[src/rtl/core/pdpd_pkg.sv]
// Shared types and constants for the pixel detector packet decoder.
// No dependencies; used by pdpd_decode, pdpd_hist and the top level.
package pdpd_pkg;

  localparam logic [1:0] ACT_STREAM = 2'd0;
  localparam logic [1:0] ACT_BIN    = 2'd1;
  localparam logic [1:0] ACT_COUNT  = 2'd2;

  localparam logic [1:0] KIND_HIT   = 2'd0;
  localparam logic [1:0] KIND_BIN   = 2'd1;
  localparam logic [1:0] KIND_COUNT = 2'd2;

  localparam logic [11:0] CNT_HITS     = 12'd0;
  localparam logic [11:0] CNT_HEADERS  = 12'd1;
  localparam logic [11:0] CNT_TRIGGERS = 12'd2;
  localparam logic [11:0] CNT_CONTROLS = 12'd3;

  localparam logic [7:0] REG_ROI_X_ABOVE = 8'd0;
  localparam logic [7:0] REG_ROI_X_BELOW = 8'd1;
  localparam logic [7:0] REG_ROI_Y_ABOVE = 8'd2;
  localparam logic [7:0] REG_ROI_Y_BELOW = 8'd3;

  localparam logic [8:0] ROI_X_ABOVE_RST = 9'd250;
  localparam logic [8:0] ROI_X_BELOW_RST = 9'd425;
  localparam logic [8:0] ROI_Y_ABOVE_RST = 9'd125;
  localparam logic [8:0] ROI_Y_BELOW_RST = 9'd325;

  localparam logic [7:0] HDR_BYTE0   = 8'h54;
  localparam logic [7:0] HDR_BYTE1   = 8'h50;
  localparam logic [7:0] HDR_BYTE2   = 8'h58;
  localparam logic [3:0] TOP_PIXEL   = 4'hB;
  localparam logic [3:0] TOP_CONTROL = 4'h4;
  localparam logic [7:0] TOP_TRIGGER = 8'h6F;

  localparam logic [7:0] CHIP_SHIFT = 8'd0;
  localparam logic [7:0] CHIP_FLIP  = 8'd1;
  localparam logic [7:0] CHIP_MIRROR = 8'd2;

  typedef struct packed {
    logic        rd;
    logic        inc;
  } hist_req_t;

  typedef struct packed {
    logic        pixel;
    logic        trigger;
    logic        control;
    logic        header;
    logic        bin_ok;
    logic [8:0]  x;
    logic [8:0]  y;
    logic [9:0]  tot;
    logic [13:0] toa;
    logic [3:0]  ftoa;
    logic [29:0] coarse;
    logic [30:0] flight;
    logic [29:0] trig_time;
    logic [12:0] chunk_len;
    logic [7:0]  chip;
  } dec_t;

endpackage

[src/rtl/core/pdpd_decode.sv]
// Field extraction for one readout word: word class, pixel fields, layout
// transform, flight time and region test. Depends on pdpd_pkg.
module pdpd_decode #(
  parameter int HIST_BINS = 4096
) (
  input  logic [63:0]                                     word,
  input  logic [7:0]                                      chip_number,
  input  logic [29:0]                                     last_trigger_time,
  input  logic [8:0]                                      roi_x_above,
  input  logic [8:0]                                      roi_x_below,
  input  logic [8:0]                                      roi_y_above,
  input  logic [8:0]                                      roi_y_below,
  output pdpd_pkg::dec_t                                  dec,
  output logic [((HIST_BINS > 1) ? $clog2(HIST_BINS) : 1)-1:0] bin_addr
);

  localparam int AW = (HIST_BINS > 1) ? $clog2(HIST_BINS) : 1;

  logic [15:0] pa;
  logic [7:0]  px;
  logic [7:0]  py;
  logic [29:0] coarse;
  logic [30:0] flight;
  logic [28:0] bin;
  logic        roi_ok;

  assign pa     = word[59:44];
  assign px     = {pa[15:9], pa[2]};
  assign py     = {pa[8:3], pa[1:0]};
  assign coarse = {word[15:0], word[43:30]};
  assign flight = {1'b0, coarse} - {1'b0, last_trigger_time};
  assign bin    = flight[30:2];
  assign bin_addr = bin[AW-1:0];

  assign roi_ok = ({1'b0, px} > roi_x_above) && ({1'b0, px} < roi_x_below) &&
                  ({1'b0, py} > roi_y_above) && ({1'b0, py} < roi_y_below);

  always_comb begin
    dec           = '0;
    dec.pixel     = (word[63:60] == pdpd_pkg::TOP_PIXEL);
    dec.trigger   = (word[63:56] == pdpd_pkg::TOP_TRIGGER);
    dec.control   = (word[63:60] == pdpd_pkg::TOP_CONTROL);
    dec.header    = (word[7:0] == pdpd_pkg::HDR_BYTE0) &&
                    (word[15:8] == pdpd_pkg::HDR_BYTE1) &&
                    (word[23:16] == pdpd_pkg::HDR_BYTE2);
    dec.bin_ok    = !flight[30] && roi_ok && (32'(bin) < 32'(HIST_BINS));
    dec.tot       = word[29:20];
    dec.toa       = word[43:30];
    dec.ftoa      = word[19:16];
    dec.coarse    = coarse;
    dec.flight    = flight;
    dec.trig_time = word[41:12];
    dec.chunk_len = word[63:51];
    dec.chip      = word[39:32];
    case (chip_number)
      pdpd_pkg::CHIP_SHIFT: begin
        dec.x = {1'b1, px};
        dec.y = {1'b0, py};
      end
      pdpd_pkg::CHIP_FLIP: begin
        dec.x = ~{1'b0, px};
        dec.y = ~{1'b0, py};
      end
      pdpd_pkg::CHIP_MIRROR: begin
        dec.x = {1'b0, ~px};
        dec.y = ~{1'b0, py};
      end
      default: begin
        dec.x = {1'b0, px};
        dec.y = {1'b0, py};
      end
    endcase
  end

endmodule

[config.mk]
export PLATFORM = sky130hd
export DESIGN_NAME = pdpd_decode
export DESIGN_NICKNAME = d
export VERILOG_FILES = /design/src/rtl/core/pdpd_pkg.sv /design/src/rtl/core/pdpd_decode.sv
export SDC_FILE = /design/constraint.sdc
export NUM_CORES = 1
export LEC_CHECK = 0
export ABC_AREA = 0
export BUFFER_PORTS_ARGS = -buffer_cell sky130_fd_sc_hd__buf_2
export CAP_MARGIN = 30
export CORE_AREA = 8 8 115 117
export DETAILED_ROUTE_END_ITERATION = 7
export DIE_AREA = 0 0 123 125
export PLACE_DENSITY = 0.82
export SYNTH_ARGS = -nofsm -noshare
export SYNTH_HDL_FRONTEND = slang
export SYNTH_SLANG_ARGS = --single-unit
[constraint.sdc]
create_clock -name vclk -period 8.5
set_input_delay 1.7 -clock vclk [all_inputs]
set_output_delay 1.7 -clock vclk [all_outputs]
set_load 0.1 [all_outputs]
**Word-level counts from Yosys, hierarchy flattened**

Index checks and enable logic that the tools add are counted.

- Flip-flop bits (word level): 0
- Input bits: 138
- Output and inout bits: 175
- Word-level logic and storage cells: 27

- Add/subtract/negate cells: 1
- Order comparisons: 5
- Eq/ne operators: 8
- Multiplexer cells: 1
- Bitwise logic cells: 3
- Reductions and logical operators: 9

Operator list:

| cell | number |
|---|---|
| $pmux W18 S3 | 1 |
| $eq A8 B7 Y1 const B | 4 |
| $sub A30 B30 Y31 | 1 |
| $lt A29 B13 Y1 const B | 1 |
| $gt A8 B9 Y1 | 2 |
| $lt A8 B9 Y1 | 2 |
| $not A8 Y9 | 2 |
| $eq A8 B1 Y1 const B | 1 |
| $eq A8 B2 Y1 const B | 1 |
| $logic_not A8 Y1 | 1 |
| $not A8 Y8 | 1 |
| $logic_and A1 B1 Y1 | 7 |
| $eq A4 B3 Y1 const B | 1 |
| $eq A4 B4 Y1 const B | 1 |
| $logic_not A1 Y1 | 1 |

**Longest topological paths before layout**

- Depth after elaboration: 6
- Depth in mapped cells: 12
- Mapped depth without buffers: 12

**Worst setup path before layout**

Ideal clock, no wire load.

- Kind: input-to-output
- From: in word[30]
- To: out dec[158] (netlist name)
- Arrival time: 5.578 ns
- Path slack: 1.222 ns
- Stages: 12
- Buffers on the path: 0
- Cell sequence: inv_1 ha_1 fa_1 nand2b_1 a21oi_1 o21ai_2 o21bai_1 a21oi_1 xnor2_1 or4_1 nor2_1 and4bb_1

RTL lines:

| what | line | source |
|---|---|---|
| from (decl) | pdpd_decode.sv:6 | `input logic [63:0] word,` |
| to (decl) | pdpd_decode.sv:13 | `output pdpd_pkg::dec_t dec,` |

==> parameters.txt <==
Parameter                              Value

Run status
  Outcome    finished clean

Power
  Power share of the clock group    0%
  Combinational fraction of design power    100.0%
  Max rail drop VDD    roughly 0.15 mV
  Sequential Power Share    0%
  Internal cell power    between 0.1 and 0.15 mW
  Power spent charging and discharging nets    0.720 mW
  Lkg Pwr    2.66 nW
  Ratio of total power to cell area    roughly 190 nW/µm²
  Net switching share of the total power    ~83%

Setup path
  Critical Path End Type    output port
  Highest-delay cell along the critical path    buf_2
  Critical path start-end classification    in -> out
  Peak per-stage delay on the critical path    430 ps
  Crit start category    primary input
  Worst endpoint required time    ~6800 ps
  Cells traversed along the worst timing path    buf_2 > ha_1 > a21oi_1 > o21ai_1 > a221oi_1 > o21ai_1 > a211oi_2 > a21oi_1 > or4_1 > nor2_1 > and4bb_1 > buf_2
  Critical Path AT    ~4800 ps
  Largest fanout of any net on the critical path    6

Drt
  ANT nets after route    0
  Via count    about 4200
  Per-cell via count in the routed design    between 4 and 5
  DR pass1 iterations    4
  Count of routing violations after the opening detailed-route iteration    ~170
  Detailed-route wire length    14200 µm
  Residual DRC    0
  Avg WL per Cell    about 16 µm

Layout
  Count of clock buffers in the final design    0
  Final Net Count    around 930
  Layout sequential cell count    0
  Final design area excluding fillers    4630 µm²
  Ant diodes    0
  Ratio of cells with drive above 1 in the final layout    between 40% and 50%
  Sequential cell area    0 µm²
  Layout Area Growth over Synthesis    17.6%

Timing
  Max Clk Rate    155 MHz
  Period utilisation layout    between 70% and 80%
  Transition time at the pin with the least slew margin    about 530 ps
  Post-route worst hold slack    between 3000 and 4000 ps
  Shortest period the worst path allows    6470 ps
  Slew Limit Headroom    65.1%
  Sum of negative setup slack    0 ps
  Final hold violation count    0
  Count of endpoints failing setup in the final report    0
  Final-report max-slew violation count    0
  RSZ-0062 raised after global routing    false

Logic synthesis
  Synthesized instance count    566
  Post-synth top area share    23.5%
  Syn Nets    765
  Netlist cell types    60
  Largest cells by area after synthesis    buf_4, ha_1, inv_1, xnor2_1, a21oi_1
  Post-synthesis sequential area ratio    0%
  YS warnings    0
  Post-Syn Area per Cell    approximately 7 µm²
  Cell taking the most area after synthesis    buf_4
  Total standard cell area after synthesis    just under 4000 µm²

Hold path
  Endpoint of the worst hold path    dec[134]
  Kind of path behind the tightest hold check    in -> out
  WHS Path Cells    0
  Worst min-delay path startpoint    word[24]

Floorplan
  Row cnt    40
  Width of the die    about 120 µm
  Initial core utilization    33.9%
  Die ar.    between 15000 and 20000 µm²
  Total core area    ~12000 µm²
  Vertical die dimension    about 130 µm
  Total I/O pin count    between 300 and 400

Place
  Detailed-placement wirelength estimate    between 10000 and 15000 µm
  Post-placement cell area    approximately 4600 µm²
  IO Port Bufs    between 200 and 300
  Final GP Congestion    roughly 0.88

Clock network
  Number of buffers inserted by post-CTS setup repair    0
  Post-cts resize count    0
  Hold-fix buffers at CTS    0

GRT
  Aggregate global routing overflow    0
  Maximum number of pins on one net before global-route repair    18
  Number of global-route vias before repair    roughly 4400
  Wire length of the first global-routing pass    about 21000 µm
  Initial antenna violation count    0
  All-Layer GR Usage    approximately 17%

Flow run
  Maximum Capacitance Violations    0
-- cells in the mapped netlist (all sizes together), types with 7 or more instances --
cell type / count
xnor2: 29
nand4: 14
a21o: 8
nand2: 31
ha: 60
nand3: 7
nor2: 36
inv: 71
buf: 129
o21ai: 30
nor3: 7
nand2b: 8
a21oi: 44
xor2: 13
-- per-layer routing --
layer  vias up  GRT usage (%)  wire length [µm]
met5         -              0                 0
met4         0           1.56               131
met3         8           2.43              1260
met2       197           33.1              7240
met1      1863           18.7              5530
li1       2158              -                 -
-- worst max-delay path: cells and delay by family --
kind | cells | cell delay (ps)
AND/OR/NAND/NOR | 3 | 680
buffers and inverters | 2 | 560
adder cells (fa/ha/maj) | 1 | 380
AO/OA/AOI/OAI | 6 | 1440
-- stage by stage --
step / std cells / setup WS [ps] / power, mW / utilization [%]
after floorplan: 566 / 1220 / 0.797 / -
after global placement: 876 / 2090 / 0.870 / 39.7
after detailed placement: 876 / 2040 / 0.874 / 39.7
after CTS: 876 / 2040 / 0.876 / 39.7
after global routing: 877 / 1800 / 0.908 / 39.9
final: 877 / 2030 / 0.870 / 39.9
-- cells by family (layout without fill, tap and decap cells) --
logic type | after synthesis | after routing | share of synthesized area [%]
buffers and inverters | 203 | 367 | 31.8
and+or+nand+nor | 132 | 132 | 17.6
AOI/OAI and AO/OA | 126 | 126 | 21.1
adders and majority gates | 61 | 61 | 19.6
xor gates and xnor gates | 42 | 42 | 9.35
muxes | 2 | 2 | 0.540
-- cell type report --
cell class | count | area (µm²)
tap | 147 | 184
timing repair buffer | 296 | 1490
multi-input combinational | 363 | 2690
inverter | 71 | 267
fill | 1276 | 6980
-- cell usage in the layout (no fill, tap or decap), types with 2 or more instances in the layout --
master     instances
o21bai_1           5
nand4_1           14
o21a_1             6
ha_1              60
or3_1              3
o21ai_0           20
buf_2            295
nand2b_1           8
o2111ai_1          2
nor2b_1            3
nand3_1            6
nor4_1             5
a21o_1             8
o211ai_1           6
nor4bb_1           2
a2111oi_0          3
a211oi_1           3
o21ai_1            9
a31oi_1            3
a21oi_2            6
or4_1              2
nor2_1            36
nor3_1             6
xor2_1            13
and2_1             3
a211oi_2           2
a21oi_1           37
o31ai_1            3
nor4b_1            4
inv_1             71
xnor2_1           29
nand2_1           31
-- power groups by stage --
stage               Combinational [mW]  Sequential (mW)  Clock, mW
finish                           0.870                0          0
global route                     0.908                0          0
floorplan                        0.797                0          0
global placement                 0.870                0          0
detailed placement               0.874                0          0
CTS                              0.876                0          0
-- worst max-delay path by stage --
stage | end | startpoint | cells after the start | slack [ps]
after floorplan | dec[158] | word[30] | 12 | 1220
after CTS | dec[158] | word[30] | 14 | 2040
after global routing | dec[158] | word[30] | 14 | 1800
after detailed placement | dec[158] | word[30] | 14 | 2040
final | dec[158] | word[1] | 12 | 2030
after global placement | dec[158] | word[30] | 14 | 2090
Power figures use the tool's default switching activity.
